===== src/rtl/core/sad_pkg.sv =====
`timescale 1ns / 1ps
`default_nettype none

package sad_pkg;

   // byte1 bit positions
   localparam int unsigned HeightHi   = 7;
   localparam int unsigned HeightLo   = 6;
   localparam int unsigned TileBit7   = 5;
   localparam int unsigned XHighBit   = 4;
   localparam int unsigned ColourHi   = 3;

   // height select codes
   localparam logic [1:0] HeightOne  = 2'd0;
   localparam logic [1:0] HeightTwo  = 2'd1;

   // highest part index for each part count
   localparam logic [1:0] TopOne  = 2'd0;
   localparam logic [1:0] TopTwo  = 2'd1;
   localparam logic [1:0] TopFour = 2'd3;

   // mirror origin of flipped screen and x high offset
   localparam logic signed [9:0] FlipOrigin = 10'sd240;
   localparam logic signed [9:0] XHighOffset = 10'sd256;

   // decoded sprite entry
   typedef struct packed {
      logic [8:0]        tile;
      logic [3:0]        colour;
      logic signed [9:0] sx;
      logic signed [9:0] sy;
      logic [1:0]        top;
      logic              flipped;
   } cmd_type;

   // one draw command
   typedef struct packed {
      logic [9:0]        tile;
      logic [3:0]        colour;
      logic signed [9:0] x;
      logic signed [9:0] y;
      logic              flipped;
      logic              last;
   } part_type;

endpackage

`default_nettype wire


===== src/rtl/core/sad_front.sv =====
`timescale 1ns / 1ps
`default_nettype none

module sad_front (
   input  wire logic [7:0]      attr_byte0,
   input  wire logic [7:0]      attr_byte1,
   input  wire logic [7:0]      attr_byte2,
   input  wire logic [7:0]      attr_byte3,
   input  wire logic            screen_flipped,
   output sad_pkg::cmd_type     cmd
);

   logic signed [9:0] sx_raw;
   logic signed [9:0] sy_raw;

   // raw coordinates, x high flag moves the sprite left by 256
   always_comb begin
      sx_raw = $signed({2'b00, attr_byte3})
         - (attr_byte1[sad_pkg::XHighBit] ? sad_pkg::XHighOffset : 10'sd0);
      sy_raw = $signed({2'b00, attr_byte2});
   end

   // classify entry into a command for the back end
   always_comb begin
      cmd.tile    = {attr_byte0[7], attr_byte1[sad_pkg::TileBit7], attr_byte0[6:0]};
      cmd.colour  = attr_byte1[sad_pkg::ColourHi:0];
      cmd.flipped = screen_flipped;
      if (screen_flipped) begin
         cmd.sx = sad_pkg::FlipOrigin - sx_raw;
         cmd.sy = sad_pkg::FlipOrigin - sy_raw;
      end else begin
         cmd.sx = sx_raw;
         cmd.sy = sy_raw;
      end
      case (attr_byte1[sad_pkg::HeightHi:sad_pkg::HeightLo])
         sad_pkg::HeightOne: cmd.top = sad_pkg::TopOne;
         sad_pkg::HeightTwo: cmd.top = sad_pkg::TopTwo;
         default:            cmd.top = sad_pkg::TopFour;
      endcase
   end

endmodule

`default_nettype wire


===== src/rtl/core/sad_queue.sv =====
`timescale 1ns / 1ps
`default_nettype none

module sad_queue #(
   parameter int unsigned DEPTH = 2
) (
   input  wire logic            clock,
   input  wire logic            reset,
   input  wire logic            wr_valid,
   input  wire sad_pkg::cmd_type wr_cmd,
   output logic                 full,
   output logic                 rd_valid,
   input  wire logic            rd_ready,
   output sad_pkg::cmd_type     rd_cmd
);

   localparam int unsigned PtrW = (DEPTH > 1) ? $clog2(DEPTH) : 1;
   localparam int unsigned CntW = $clog2(DEPTH + 1);

   sad_pkg::cmd_type mem_ff [DEPTH];
   logic [PtrW-1:0]  wr_ptr_ff, wr_ptr_in;
   logic [PtrW-1:0]  rd_ptr_ff, rd_ptr_in;
   logic [CntW-1:0]  count_ff, count_in;
   logic             push;
   logic             pop;

   assign full     = (count_ff == CntW'(DEPTH));
   assign rd_valid = (count_ff != '0);
   assign rd_cmd   = mem_ff[rd_ptr_ff];
   assign push     = wr_valid && !full;
   assign pop      = rd_valid && rd_ready;

   // pointer and count update
   always_comb begin
      wr_ptr_in = wr_ptr_ff;
      rd_ptr_in = rd_ptr_ff;
      count_in  = count_ff;
      if (push) begin
         wr_ptr_in = (wr_ptr_ff == PtrW'(DEPTH - 1)) ? '0 : wr_ptr_ff + 1'b1;
      end
      if (pop) begin
         rd_ptr_in = (rd_ptr_ff == PtrW'(DEPTH - 1)) ? '0 : rd_ptr_ff + 1'b1;
      end
      if (push && !pop) begin
         count_in = count_ff + 1'b1;
      end else if (pop && !push) begin
         count_in = count_ff - 1'b1;
      end
   end

   always_ff @(posedge clock) begin
      if (reset) begin
         wr_ptr_ff <= '0;
         rd_ptr_ff <= '0;
         count_ff  <= '0;
      end else begin
         wr_ptr_ff <= wr_ptr_in;
         rd_ptr_ff <= rd_ptr_in;
         count_ff  <= count_in;
      end
   end

   // entry storage
   always_ff @(posedge clock) begin
      if (push) begin
         mem_ff[wr_ptr_ff] <= wr_cmd;
      end
   end

endmodule

`default_nettype wire


===== src/rtl/core/sad_back.sv =====
`timescale 1ns / 1ps
`default_nettype none

module sad_back (
   input  wire logic            clock,
   input  wire logic            reset,
   input  wire logic            cmd_valid,
   input  wire sad_pkg::cmd_type cmd,
   output logic                 cmd_ready,
   output logic                 part_valid,
   input  wire logic            part_ready,
   output sad_pkg::part_type    part
);

   sad_pkg::cmd_type  cur_ff, cur_in;
   logic              busy_ff, busy_in;
   logic [1:0]        idx_ff, idx_in;
   logic              out_valid_ff, out_valid_in;
   sad_pkg::part_type out_ff, out_in;
   logic              emit;
   logic              emit_last;
   logic              load;
   logic signed [9:0] offset;

   assign emit      = busy_ff && (!out_valid_ff || part_ready);
   assign emit_last = emit && (idx_ff == 2'd0);
   assign cmd_ready = !busy_ff || emit_last;
   assign load      = cmd_valid && cmd_ready;
   assign offset    = $signed({4'b0000, idx_ff, 4'b0000});

   // part sequencer, highest index first
   always_comb begin
      cur_in  = cur_ff;
      busy_in = busy_ff;
      idx_in  = idx_ff;
      if (load) begin
         cur_in  = cmd;
         busy_in = 1'b1;
         idx_in  = cmd.top;
      end else if (emit) begin
         busy_in = !emit_last;
         idx_in  = idx_ff - 1'b1;
      end
   end

   // build the current part
   always_comb begin
      out_in.tile    = {1'b0, cur_ff.tile} + {8'b0, idx_ff};
      out_in.colour  = cur_ff.colour;
      out_in.x       = cur_ff.sx;
      out_in.y       = cur_ff.flipped ? cur_ff.sy - offset : cur_ff.sy + offset;
      out_in.flipped = cur_ff.flipped;
      out_in.last    = (idx_ff == 2'd0);
   end

   // output register
   always_comb begin
      if (emit) begin
         out_valid_in = 1'b1;
      end else if (part_ready) begin
         out_valid_in = 1'b0;
      end else begin
         out_valid_in = out_valid_ff;
      end
   end

   always_ff @(posedge clock) begin
      if (reset) begin
         busy_ff      <= 1'b0;
         idx_ff       <= '0;
         out_valid_ff <= 1'b0;
      end else begin
         busy_ff      <= busy_in;
         idx_ff       <= idx_in;
         out_valid_ff <= out_valid_in;
      end
   end

   always_ff @(posedge clock) begin
      cur_ff <= cur_in;
      if (emit) begin
         out_ff <= out_in;
      end
   end

   assign part_valid = out_valid_ff;
   assign part       = out_ff;

endmodule

`default_nettype wire


===== src/rtl/core/sprite_attribute_decoder.sv =====
// entries pass the queue storage, the back end command register, then its output register
// throughput: one part per cycle while rsp_tready is high; 1, 2 or 4 parts per entry
//   by its height, set by the part sequencer in the back end
// the command queue lets the front take new requests while the back is still emitting
// reset: synchronous active high, clears queue, sequencer, output valid and screen flip
`timescale 1ns / 1ps
`default_nettype none

module sprite_attribute_decoder #(
   parameter int unsigned QUEUE_DEPTH = 2
) (
   input  wire logic        clock,
   input  wire logic        reset,
   // request channel
   input  wire logic        req_tvalid,
   output logic             req_tready,
   // attr_byte0 [7:0], attr_byte1 [15:8], attr_byte2 [23:16], attr_byte3 [31:24]
   input  wire logic [31:0] req_tdata,
   // result channel
   output logic             rsp_tvalid,
   input  wire logic        rsp_tready,
   // part_tile [9:0], part_colour [13:10], part_x [23:14], part_y [33:24], zero [39:34]
   output logic [39:0]      rsp_tdata,
   // part_flipped [0]
   output logic             rsp_tuser,
   output logic             rsp_tlast,
   // configuration
   input  wire logic        csr_wr_en,
   input  wire logic        csr_wr_data
);

   logic              flip_ff, flip_in;
   sad_pkg::cmd_type  front_cmd;
   sad_pkg::cmd_type  queue_cmd;
   logic              queue_full;
   logic              queue_valid;
   logic              queue_ready;
   logic              part_valid;
   sad_pkg::part_type part;

   // screen flip register
   assign flip_in = csr_wr_en ? csr_wr_data : flip_ff;

   always_ff @(posedge clock) begin
      if (reset) begin
         flip_ff <= 1'b0;
      end else begin
         flip_ff <= flip_in;
      end
   end

   // front end decode
   sad_front u_front (
      .attr_byte0     (req_tdata[7:0]),
      .attr_byte1     (req_tdata[15:8]),
      .attr_byte2     (req_tdata[23:16]),
      .attr_byte3     (req_tdata[31:24]),
      .screen_flipped (flip_ff),
      .cmd            (front_cmd)
   );

   // command queue between front and back
   sad_queue #(
      .DEPTH (QUEUE_DEPTH)
   ) u_queue (
      .clock    (clock),
      .reset    (reset),
      .wr_valid (req_tvalid),
      .wr_cmd   (front_cmd),
      .full     (queue_full),
      .rd_valid (queue_valid),
      .rd_ready (queue_ready),
      .rd_cmd   (queue_cmd)
   );

   assign req_tready = !queue_full;

   // back end part sequencer
   sad_back u_back (
      .clock      (clock),
      .reset      (reset),
      .cmd_valid  (queue_valid),
      .cmd        (queue_cmd),
      .cmd_ready  (queue_ready),
      .part_valid (part_valid),
      .part_ready (rsp_tready),
      .part       (part)
   );

   // result packing
   assign rsp_tvalid = part_valid;
   assign rsp_tdata  = {6'b000000, part.y, part.x, part.colour, part.tile};
   assign rsp_tuser  = part.flipped;
   assign rsp_tlast  = part.last;

`ifndef SYNTHESIS
   // parts of one entry follow without a gap
   assert property (@(posedge clock) disable iff (reset)
      (rsp_tvalid && rsp_tready && !rsp_tlast) |=> rsp_tvalid)
      else $error("part sequence broken");

   // tile steps down by one between parts of one entry
   assert property (@(posedge clock) disable iff (reset)
      (rsp_tvalid && rsp_tready && !rsp_tlast) |=>
      (rsp_tdata[9:0] == $past(rsp_tdata[9:0]) - 10'd1))
      else $error("part tile not descending");

   // flip flag and colour stay the same within one entry
   assert property (@(posedge clock) disable iff (reset)
      (rsp_tvalid && rsp_tready && !rsp_tlast) |=>
      (rsp_tuser == $past(rsp_tuser)) && (rsp_tdata[13:10] == $past(rsp_tdata[13:10])))
      else $error("entry attributes changed between parts");
`endif

endmodule

`default_nettype wire

===== config.mk =====
export PLATFORM = sky130hd
export DESIGN_NAME = sprite_attribute_decoder
export DESIGN_NICKNAME = d
export VERILOG_FILES = /design/src/rtl/core/sad_pkg.sv /design/src/rtl/core/sad_front.sv /design/src/rtl/core/sad_queue.sv /design/src/rtl/core/sad_back.sv /design/src/rtl/core/sprite_attribute_decoder.sv
export SDC_FILE = /design/constraint.sdc
export NUM_CORES = 1
export LEC_CHECK = 0
export BUFFER_PORTS_ARGS = -buffer_cell sky130_fd_sc_hd__buf_2
export CORE_ASPECT_RATIO = 0.75
export CORE_MARGIN = 4
export CORE_UTILIZATION = 61
export DETAILED_ROUTE_END_ITERATION = 10
export GPL_TIMING_DRIVEN = 0
export PLACE_DENSITY_LB_ADDON = 0.15
export SLEW_MARGIN = 10
export SYNTH_ARGS = -nofsm -noshare
export SYNTH_HDL_FRONTEND = slang
export SYNTH_SLANG_ARGS = --single-unit

===== constraint.sdc =====
create_clock -name clock -period 8.5 [get_ports clock]
set_input_delay 0.425 -clock clock [delete_from_list [all_inputs] [get_ports clock]]
set_output_delay 0.425 -clock clock [all_outputs]
set_load 0.03 [all_outputs]

# Yosys cells after proc, flatten, opt, wreduce, memory -nomap -nowiden
# Memory sizes are Yosys's and may differ from the RTL's. A register that Yosys moved wholly into a read port is not among the register bits.
# Cells that the tools add are included.
# classes
n_mul	0
n_mux	18
add_sub_neg	11
n_div	0
n_shift	0
reduce_logical	20
order_cmp	0
n_bitwise	0
n_eq_ne	2
# ops
cell	n
$mux 20	1
$add 10x7->10	1
$add 9x2->10	1
$mux 1	10
$mux 10	1
$sub 10x7->10	1
$sub 9x10->10	1
$sub 9x10->10 const A	1
$mux 9	1
$sub 8x8->9 const A	1
$mux 2	4
$reduce_bool 2->1	4
$logic_and 1x1->1	6
$logic_not 1->1	6
$logic_not 2->1	2
$pmux 2 s2	1
$sub 2x1->2 const B	2
$add 1x1->1 const B	2
$add 2x1->2 const B	1
$eq 2x1->1 const B	1
$eq 2x2->1 const B	1
$logic_or 1x1->1	2
# totals
ramBits	72
inputBits	38
out_inout_bits	44
n_memories	1
ff_bits	79
latchBits	0
elab_cells	70
mem_bits_ro	0
# mem_list
memory	words	width	rd	rd_clocked_by_memory_dff	wr	line_no	rtl
u_queue.mem_ff	2	36	1	1	1	sad_queue.sv:20	sad_pkg::cmd_type mem_ff [DEPTH];

# Logic depth before layout (Yosys ltp)
# Gate-level depths: netlist of the first run.
# logic_depth
depth_word	9
depth_mapped	9
ltp_nobuf	9

# Modules after synthesis
# Synthesis of the first run repeated with hierarchy kept, for this count alone.
# hier_totals
cells_unflattened	363
hier_area_um2	6112.1
# modules_own_cells
module	n_inst	seq_area_each_um2	area_each_um2	cells_each
sad_queue	1	2262.2	2815.2	137
sad_back	1	2182.1	2707.6	143
sad_front	1	0.0	503.0	72
sprite_attribute_decoder	1	20.0	86.3	11

# Least setup slack after synthesis of the first run
# No wires, ideal clock.
# synth_timing
path_kind	reg2reg
from	register u_queue.count_ff[0]
to	memory u_queue.mem_ff[0][0] in the netlist's numbering (enable)
slack_ns	5.715
path_stages_with_launch	4
period_less_slack_ns	2.785
n_path_buf	0
t_arrival_ns	2.358
setup_time_ns	0.427
t_required_ns	8.073
cell_sequence	dfxtp_1 -> nand2b_1 -> nand2_1 -> nor2_1
# synth_between
elab_chain_cells	5
# synth_lines
element	line_no	rtl
start, declared	sad_queue.sv:23	logic [CntW-1:0] count_ff, count_in;
start signal, assigned	sad_queue.sv:59	count_ff <= count_in;
$eq 2x2->1	sad_queue.sv:27	assign full = (count_ff == CntW'(DEPTH));
$logic_not 1->1	--	
via req_tready	sprite_attribute_decoder.sv:16	output logic req_tready,
$logic_and 1x1->1	sad_queue.sv:30	assign push = wr_valid && !full;
$mux 1	sad_queue.sv:65	if (push) begin
$mux 1 (not written as such)	sad_queue.sv:66	mem_ff[wr_ptr_ff] <= wr_cmd;
end, declared	sad_queue.sv:20	
# The timed path passes the listed nets, and every way through them passes these cells.

==> results of run 1 <==
## path summary, 6_finish.rpt
check        slack [ns]  depth (start not counted)               from                     to
max                6.18                          9   u_back.idx_ff[1]    u_queue.count_ff[1]
min                0.19                          1       req_tdata[2]  u_queue.mem_ff[1][29]
max reg2reg        6.18                          9   u_back.idx_ff[1]    u_queue.count_ff[1]
min reg2reg        0.42                          0  u_back.cur_ff[21]        u_back.part[20]
## cell usage after synthesis (2+ instances only)
master	instances
fa_1	2
o21ai_0	9
xnor2_1	21
a21o_1	2
buf_4	6
nand4_1	2
dfxtp_1	10
a21oi_1	7
or2_2	3
ha_1	11
xor2_1	7
edfxtp_1	139
buf_2	5
mux2i_1	3
clkbuf_1	3
nand2_1	14
nor2_1	16
inv_1	20
o31ai_1	3
nor2b_1	4
nand2b_1	4
nand3_1	6
mux2_2	34
## power breakdown
group	total, uW	leakage (uW)	internal, uW	switching, uW
Combinational	738	0.000978	286	452
Sequential	1200	0.00139	1120	79.2
Clock	783	0.000301	514	269
## worst max-delay path, stage by stage, from the launching register on
cell      delay (ns)
dfxtp_1         0.33
inv_1           0.13
ha_1            0.24
nor2b_1         0.10
a211oi_4        0.33
buf_8           0.21
inv_1           0.08
ha_1            0.33
or3_1           0.35
a21oi_1         0.14
## per-stage QoR
step / worst slack [ns] / hold slack [ns]
floorplan: 5.71 / 0.400
global placement: 4.94 / 0.402
detailed placement: 6.18 / 0.405
CTS: 6.16 / 0.176
global route: 6.02 / 0.170
finish: 6.18 / 0.195
## metal layers
metal | share of wire | wire [um]
met5 | 0.0012 | 12
met3 | 0.066 | 679
met1 | 0.42 | 4340
met4 | 0.013 | 134
met2 | 0.50 | 5110
## flip-flops by register name (all words and copies together), names as in the netlist, named ones only
| signal | flops |
|---|---|
| flip_ff | 1 |
| u_queue.rd_ptr_ff | 1 |
| u_queue.wr_ptr_ff | 1 |
| u_back.part | 36 |
| u_queue.count_ff | 2 |
| u_back.idx_ff | 2 |
| u_back.busy_ff | 1 |
| u_back.part_valid | 1 |
| u_back.cur_ff | 33 |
| u_queue.mem_ff | 70 |
## layout make-up
class | count | area share
sequential | 149 | 0.615
multi-input combinational | 166 | 0.185
timing repair buffer | 80 | 0.0689
clock buffer | 19 | 0.0608
clock inverter | 12 | 0.0260
tap | 128 | 0.0225
buffer | 14 | 0.0114
inverter | 20 | 0.0105
## cells by family (layout without fill, tap and decap cells)
kind of cell    Yosys count  in the layout  synth area share
xor+xnor                 28             28            0.0422
mux                      37             37            0.0710
fa+ha+maj                13             13            0.0306
other cells               1              6          0.000645
simple gates             55             55            0.0456
buf+inv                  34            145            0.0269
flops                   149            149             0.752
compound gates           27             27            0.0308
==> flow_metrics.tcl, run 1 <==
set metrics [dict create \
    status "completed" \
    worstPathRequired_ns 8.84 \
    fin_crit_sh 0.273 \
    rsz0062_at_grt "no" \
    fin_crit_ns 2.32 \
    syn_area_um2 5810 \
    postLayoutCellArea_um2 7120 \
    coreArea_um2 9160 \
    areaGrowthSynthToFinish_pct 22.4 \
    fp.dieH_um 92.6 \
    busiest_layer "met2" \
    final_common_cell "edfxtp_1" \
    final_max_slew_viol_count 0 \
    setup_viol 0 \
    grt_max_degree 33 \
    grtUsageTotal 0.202 \
    critPathLaunchType "flop" \
    critical_path_peak_fanout 12 \
    first_pass_iters 6 \
    finish.utilization 0.777 \
    synth_top_area_share 0.718 \
    dp.final_hpwl_mm 6.86 \
    globalRoute.totalOverflow 0 \
    path_class "flop to flop" \
    use_met2 0.324 \
    hp-class "input port to flop" \
    antenna_found_initial 1 \
    yosysSeqAreaShare 0.752 \
    final_cell_mix "edfxtp_1, buf_2, mux2_2, xnor2_1, inv_1" \
    gp_congestion 0.789 \
    antenna_left 0 \
    die_area_um2 11200 \
    ys_ff_latch 149 \
    grtUsageMet1 0.244 \
    n_fill_cell 566 \
    final_nets 499 \
    hold_buffers 0 \
    yosys_warnings 0 \
    die_w_um 121 \
    wl_per_cell_um 17.5 \
    placementRows 30 \
    max-vdd-ir-drop_uv 279 \
    multi_input_area_um2 1320 \
    initial_utilization 0.635 \
    clkSlewWorstSetupHoldPaths_ns 0.06 \
    postCtsSetupBuffers 0 \
    post_synth.cell_area_avg_um2 16.9 \
    drive_above_1_share 0.350 \
    seq_area_um2 4370 \
    timing_worst_slew_pin_value_ns 0.672 \
    fin_tns_setup_ns 0 \
    powerDensity_nw_per_um2 382 \
    fmax_mhz 431 \
    first_global_vias 3228 \
    drtIter0Drc 164 \
    ctsResizeCount 0 \
    place_inst 557 \
    synth-main-ff-cell "edfxtp_1" \
    p_leak_uw 0.00267 \
    cp-end-kind "flop" \
    worstPathArrival_ns 2.66 \
    synth_cell_types 36 \
    cts_made_buffers 17 \
    port_buffers 74 \
    netlist_instances 344 \
    cts-root-buf "clkbuf_16" \
    final_cells 588 \
    synth_edf_count 139 \
    async_flop_share 0 \
    insertedDiodeCount 0 \
    drc 0 \
    cts_htree_levels 4 \
    vias_per_cell 5.28 \
    clkLatencyLatePin_ns 0.41 \
    finalPower_uw 2720 \
    grt_pass1_wl_mm 16.4 \
    slew_headroom 0.551 \
    yosysTopAreaCell "edfxtp_1" \
    cts_sinks 149 \
    yosys-top-cells-area "edfxtp_1, mux2_2, dfxtp_1" \
    use_met3 0.0830 \
    routed_wl_mm 10.3 \
    clock_path_buffers 2 \
    maxCapViolCount 0 \
    vias 3104 \
    fin_skew_ns 0.00980 \
    placed_cell_area_um2 6500 \
    io_pins 82 \
    hold_viol 0 \
    cts_tree "built" \
]
(Power assumes the default switching activity.)
==> run 2: changes to the inputs <==
CORE_UTILIZATION = 57   (was 61)
clock period = 2.2 ns   (was 8.5 ns; I/O delays follow)
==> flow_metrics.tcl, run 2 (synthesis results as in run 1) <==
set metrics [dict create \
    hp-class "input port to flop" \
    rsz0062_at_grt "no" \
    dp.final_hpwl_mm 6.62 \
    coreArea_um2 9810 \
    final_cell_mix "edfxtp_1, buf_2, mux2_2, xnor2_1, dlygate4sd3_1" \
    status "completed" \
    cts_made_buffers 17 \
    hold_viol 0 \
    vias_per_cell 5.10 \
    fin_tns_setup_ns 0 \
    fin_crit_ns 2.08 \
    gp_congestion 0.777 \
    cp-end-kind "flop" \
    grtUsageTotal 0.181 \
    timing_worst_slew_pin_value_ns 1.11 \
    die_area_um2 11900 \
    critPathMaxStageDelay_ns 0.43 \
    fin_crit_sh 0.947 \
    placementRows 31 \
    clkSlewWorstSetupHoldPaths_ns 0.06 \
    hold_ws_ns 0.0400 \
    reg2reg_slack_ns 0.12 \
    min_to "u_queue.mem_ff[0][19]" \
    fp.dieH_um 95.5 \
    fmax_mhz 480 \
    first_pass_iters 5 \
    antenna_left 0 \
    worst-path-buf-inv 2 \
    port_buffers 74 \
    place_inst 559 \
    hp-start "req_tdata[30]" \
    grt_max_degree 36 \
    cts-root-buf "clkbuf_16" \
    clock_path_buffers 2 \
    reg2reg_depth 8 \
    critPathTopFamily "adder cells" \
    whs_path_depth 2 \
    insertedDiodeCount 0 \
    drive_above_1_share 0.347 \
    slew_headroom 0.256 \
    rr_startpoint "u_back.idx_ff[1]" \
    routed_wl_mm 10.0 \
    final_common_cell "edfxtp_1" \
    dp_slack_ns -0.0103 \
    initial_utilization 0.593 \
    cts_htree_levels 4 \
    fin_skew_ns 0.00845 \
    first_global_vias 3148 \
    clkLatencyLatePin_ns 0.41 \
    final_max_slew_viol_count 0 \
    crit_path_cell_trace "inv_2 > ha_4 > mux2_2 > fa_1 > inv_1 > a21o_1 > a21oi_1 > xnor2_1" \
    critical_path_peak_fanout 3 \
    maxCapViolCount 0 \
    critPathLaunchType "flop" \
    largest_reg_flops 70 \
    worstPathRequired_ns 2.35 \
    n_fill_cell 624 \
    max-vdd-ir-drop_uv 673 \
    final_nets 517 \
    wl_per_cell_um 16.5 \
    powerDensity_nw_per_um2 1400 \
    cts_tree "built" \
    die_w_um 125 \
    p_leak_uw 0.00269 \
    top_register "u_queue.mem_ff" \
    grt_pass1_wl_mm 16.1 \
    vias 3110 \
    antenna_found_initial 0 \
    setup_viol 0 \
    r2r-end "u_back.part[10]" \
    drtIter0Drc 194 \
    path_class "flop to flop" \
    worstPathArrival_ns 2.23 \
    globalRoute.totalOverflow 0 \
    io_pins 82 \
    cts_sinks 149 \
    worst_slack_ns 0.116 \
    areaGrowthSynthToFinish_pct 24.3 \
    critPathSlowestCell "fa_1" \
    drc 0 \
    final_cells 610 \
]
[run 2: changes by cell type in the layout (fill, tap and decap cells not counted), moves of 2 or more]
| cell | before | now |
|---|---|---|
| clkinv_2 | 4 | 6 |
| clkinvlp_4 | 1 | 3 |
| ha_4 | 0 | 2 |
| dlygate4sd3_1 | 0 | 19 |
| inv_1 | 20 | 18 |
| buf_8 | 3 | 1 |
| inv_2 | 0 | 2 |
| dfxtp_1 | 10 | 8 |
| bufinv_16 | 5 | 1 |
| ha_1 | 11 | 9 |
[run 2: layer usage]
metal	wire, um	vias up	global-route usage	part of all wire
met5	0	-	0	0
met4	108	0	0.0730	0.011
met3	732	12	0.0521	0.073
met2	4880	103	0.297	0.49
met1	4330	1491	0.233	0.43
li1	-	1504	-	-
[run 2: worst reg2reg max path: cells and delay by family (launching register included)]
family | cells | cell delay (ns)
xor gates and xnor gates | 1 | 0.14
DFF | 1 | 0.38
muxes | 1 | 0.28
adders and majority gates | 2 | 0.67
AOI/OAI and AO/OA | 2 | 0.19
buffers and inverters | 2 | 0.16
[run 2: where the power goes]
group	internal [uW]	switching [uW]
Clock	1520	1030
Sequential	4330	295
Combinational	1150	1780
Total	7000	3100
[run 2: worst max path at each step]
| stage | to | start | depth (start not counted) | slack, ns |
|---|---|---|---|---|
| 3_3_place_gp | u_back.part[16] | u_back.busy_ff | 2 | -1.20 |
| 5_1_grt | u_back.part[10] | u_back.idx_ff[1] | 8 | 0.01 |
| 4_1_cts | u_back.part[11] | u_back.idx_ff[0] | 7 | 0.08 |
| 3_5_place_dp | u_queue.count_ff[1] | u_back.idx_ff[0] | 9 | -0.01 |
| 2_1_floorplan | u_back.part[0] | u_back.part_valid | 2 | -0.37 |
| 6_report | u_back.part[10] | u_back.idx_ff[1] | 8 | 0.12 |
[run 2: repair_timing]
item	4_1_cts	5_1_grt
hold endpoints to repair	33	0
resized for setup	0	2
setup buffers	1	0
hold buffers	19	0
pin swaps	1	0
endpoints found under the setup margin	1	2
[run 2: area by class of cell]
cell class                      instances  area (um^2)  area share
Sequential cell                       149         4380       0.606
Multi-Input combinational cell        166         1340       0.186
Timing Repair Buffer                   98          658      0.0911
Clock buffer                           19          433      0.0599
Tap cell                              132          165      0.0229
Clock inverter                         12         90.1      0.0125
Buffer                                 14         81.3      0.0113
Inverter                               20         75.1      0.0104
[run 2: stage by stage]
| stage | total power [uW] | utilization | instance area (um^2) |
|---|---|---|---|
| after global routing | 10700 | 0.736 | 7230 |
| after CTS | 10200 | 0.736 | 7220 |
| after global placement | 7280 | 0.653 | 6400 |
| final | 10100 | 0.736 | 7230 |
| after floorplan | 6620 | - | 5870 |
| after detailed placement | 7570 | 0.663 | 6500 |
==> run 3: changes to the inputs <==
CORE_UTILIZATION = 52   (was 57)
GPL_ROUTABILITY_DRIVEN = 0   (was not set)
SYNTH_HIERARCHICAL = 1   (was not set)
clock period = 1.7 ns   (was 2.2 ns; I/O delays follow)
==> flow_metrics.tcl, run 3 <==
set metrics [dict create \
    path_class "flop to flop" \
    rsz0062_at_grt "yes" \
    clock_path_buffers 2 \
    dp.final_hpwl_mm 6.17 \
    worst-path-buf-inv 1 \
    slew_headroom 0.641 \
    synth_common_cells "edfxtp_1, mux2_2, buf_4, inv_1, xnor2_1" \
    synth_cell_types 45 \
    cp-end-kind "flop" \
    critPathMaxStageDelay_ns 0.35 \
    first_global_vias 3309 \
    hp-start "req_tdata[31]" \
    synth_top_area_share 0.698 \
    largest_reg_flops 72 \
    cts_made_buffers 17 \
    powerDensity_nw_per_um2 1890 \
    clkSlewWorstSetupHoldPaths_ns 0.06 \
    worstPathRequired_ns 1.84 \
    yosys.cell_count.top_type "edfxtp_1" \
    grt_max_degree 39 \
    syn_area_um2 6110 \
    whs_path_depth 2 \
    fin_skew_ns 0.00687 \
    async_flop_share 0 \
    top_layer_used "met4" \
    globalRoute.totalOverflow 0 \
    post_synth.cell_area_avg_um2 16.8 \
    vias_per_cell 4.89 \
    reg2reg_depth 8 \
    fin_tns_setup_ns -0.607 \
    port_buffers 62 \
    coreArea_um2 11200 \
    antenna_left 0 \
    placementRows 33 \
    routed_wl_mm 10.3 \
    antenna_found_initial 0 \
    timing_worst_slew_pin_value_ns 0.538 \
    critPathLaunchType "flop" \
    vias 3216 \
    seq_area_um2 4470 \
    final_cell_mix "edfxtp_1, buf_2, buf_4, mux2_2, dlygate4sd3_1" \
    critical_path_peak_fanout 3 \
    wl_met1_mm 4.49 \
    fin_crit_ns 2.01 \
    drive_above_1_share 0.436 \
    route.met3.wl_um 611 \
    critPathTopFamily "compound AO/OA/AOI/OAI gates" \
    io_pins 82 \
    r2r-end "u_back/part[11]" \
    grt_pass1_wl_mm 16.7 \
    insertedDiodeCount 0 \
    critPathSlowestCell "dfxtp_4" \
    yosys-top-cells-area "edfxtp_1, mux2_2, buf_4" \
    grtUsageTotal 0.164 \
    final_max_slew_viol_count 0 \
    fin_crit_sh 1.18 \
    drtIter0Drc 147 \
    synth_edf_count 142 \
    max-vdd-ir-drop_uv 883 \
    reg2reg_slack_ns -0.31 \
    cts_tree "built" \
    netlist_instances 363 \
    synth-main-ff-cell "edfxtp_1" \
    areaGrowthSynthToFinish_pct 27.6 \
    status "finished with violations" \
    n_fill_cell 725 \
    initial_utilization 0.546 \
    fmax_mhz 497 \
    worstPathArrival_ns 2.16 \
    first_pass_iters 4 \
    path_common_cell "ha_4" \
    hold_viol 0 \
    setup_viol 3 \
    top_register "u_queue/mem_ff" \
    cts-root-buf "clkbuf_16" \
    rr_startpoint "u_back/idx_ff[1]" \
    yosys_warnings 6 \
    die_w_um 133 \
    yosysSeqAreaShare 0.730 \
    cts_sinks 152 \
    clkLatencyLatePin_ns 0.41 \
    multi_input_area_um2 1580 \
    hold_ws_ns 0.0247 \
    maxCapViolCount 0 \
    drc 0 \
    final_cells 657 \
    final_nets 538 \
    crit_path_cell_trace "inv_2 > ha_4 > mux2i_4 > ha_4 > nor2b_4 > o311a_4 > a2111oi_4 > a31oi_1" \
    hp-class "input port to flop" \
    wl_per_cell_um 15.7 \
    min_to "u_queue/mem_ff[0][20]" \
    cts_htree_levels 4 \
    yosysTopAreaCell "edfxtp_1" \
    die_area_um2 13600 \
    worst_slack_ns -0.314 \
    ys_ff_latch 152 \
    final_common_cell "edfxtp_1" \
    violations "setup timing" \
    place_inst 587 \
    fp.dieH_um 102 \
    p_leak_uw 0.00286 \
    wl_met2_mm 5.14 \
]
==> run 3: layout make-up <==
| class | instances | area share |
|---|---|---|
| clock inverter | 14 | 0.0191 |
| buffer | 30 | 0.0278 |
| tap | 157 | 0.0252 |
| inverter | 17 | 0.00914 |
| timing repair inverter | 2 | 0.00193 |
| timing repair buffer | 98 | 0.0860 |
| sequential | 152 | 0.574 |
| clock buffer | 18 | 0.0550 |
| multi-input combinational | 169 | 0.202 |
==> run 3: per-layer routing <==
layer / vias to the layer above / global-route usage
met2: 77 / 0.276
li1: 1568 / -
met3: 6 / 0.0595
met4: 0 / 0.0545
met5: - / 0
met1: 1565 / 0.202
==> run 3: stage by stage <==
stage | setup slack [ns] | power [uW] | util | cell area, um^2
after floorplan | -0.297 | 9250 | - | 6230
final | -0.314 | 14800 | 0.697 | 7800
after global routing | -0.362 | 15500 | 0.697 | 7800
after detailed placement | -0.482 | 10300 | 0.602 | 6740
after global placement | -0.450 | 10100 | 0.602 | 6740
after CTS | -0.382 | 14600 | 0.688 | 7690
==> run 3: cell families after synthesis <==
kind of cell / synth area share
fa+ha+maj: 0.0291
flops: 0.730
xor+xnor: 0.0399
buf+inv: 0.0459
simple gates: 0.0514
other cells: 0.000614
compound gates: 0.0332
mux: 0.0696
==> run 3: power breakdown <==
group / switching [uW] / internal (uW)
logic: 2810 / 2160
registers: 414 / 5760
clock network: 1440 / 2170
total: 4660 / 10100
==> run 3: worst max path at each step <==
stage / to / slack, ns / cells after the start / start
after floorplan: u_back/part[11] / -0.30 / 8 / u_back/idx_ff[1]
final: u_back/part[11] / -0.31 / 8 / u_back/idx_ff[1]
after detailed placement: u_back/cur_ff[25] / -0.48 / 4 / u_queue/count_ff[0]
after CTS: u_back/part[11] / -0.38 / 8 / u_back/idx_ff[1]
after global routing: u_back/part[11] / -0.36 / 8 / u_back/idx_ff[1]
after global placement: u_back/cur_ff[25] / -0.45 / 4 / u_queue/count_ff[0]
==> run 3: repair_timing <==
| action | in CTS | in global routing |
|---|---|---|
| pin swaps | 6 | 7 |
| resized for setup | 13 | 11 |
| hold endpoints to repair | 41 | 0 |
| endpoints found under the setup margin | 111 | 63 |
| setup buffers | 11 | 4 |
| hold buffers | 21 | 0 |
| cloned | 2 | 0 |
==> run 3: worst reg2reg max path, stage by stage, from the launching register on <==
cell and delay, ns:
dfxtp_4 0.35, inv_2 0.04, ha_4 0.24, mux2i_4 0.18, ha_4 0.23, nor2b_4 0.13, o311a_4 0.31, a2111oi_4 0.20
a31oi_1 0.07
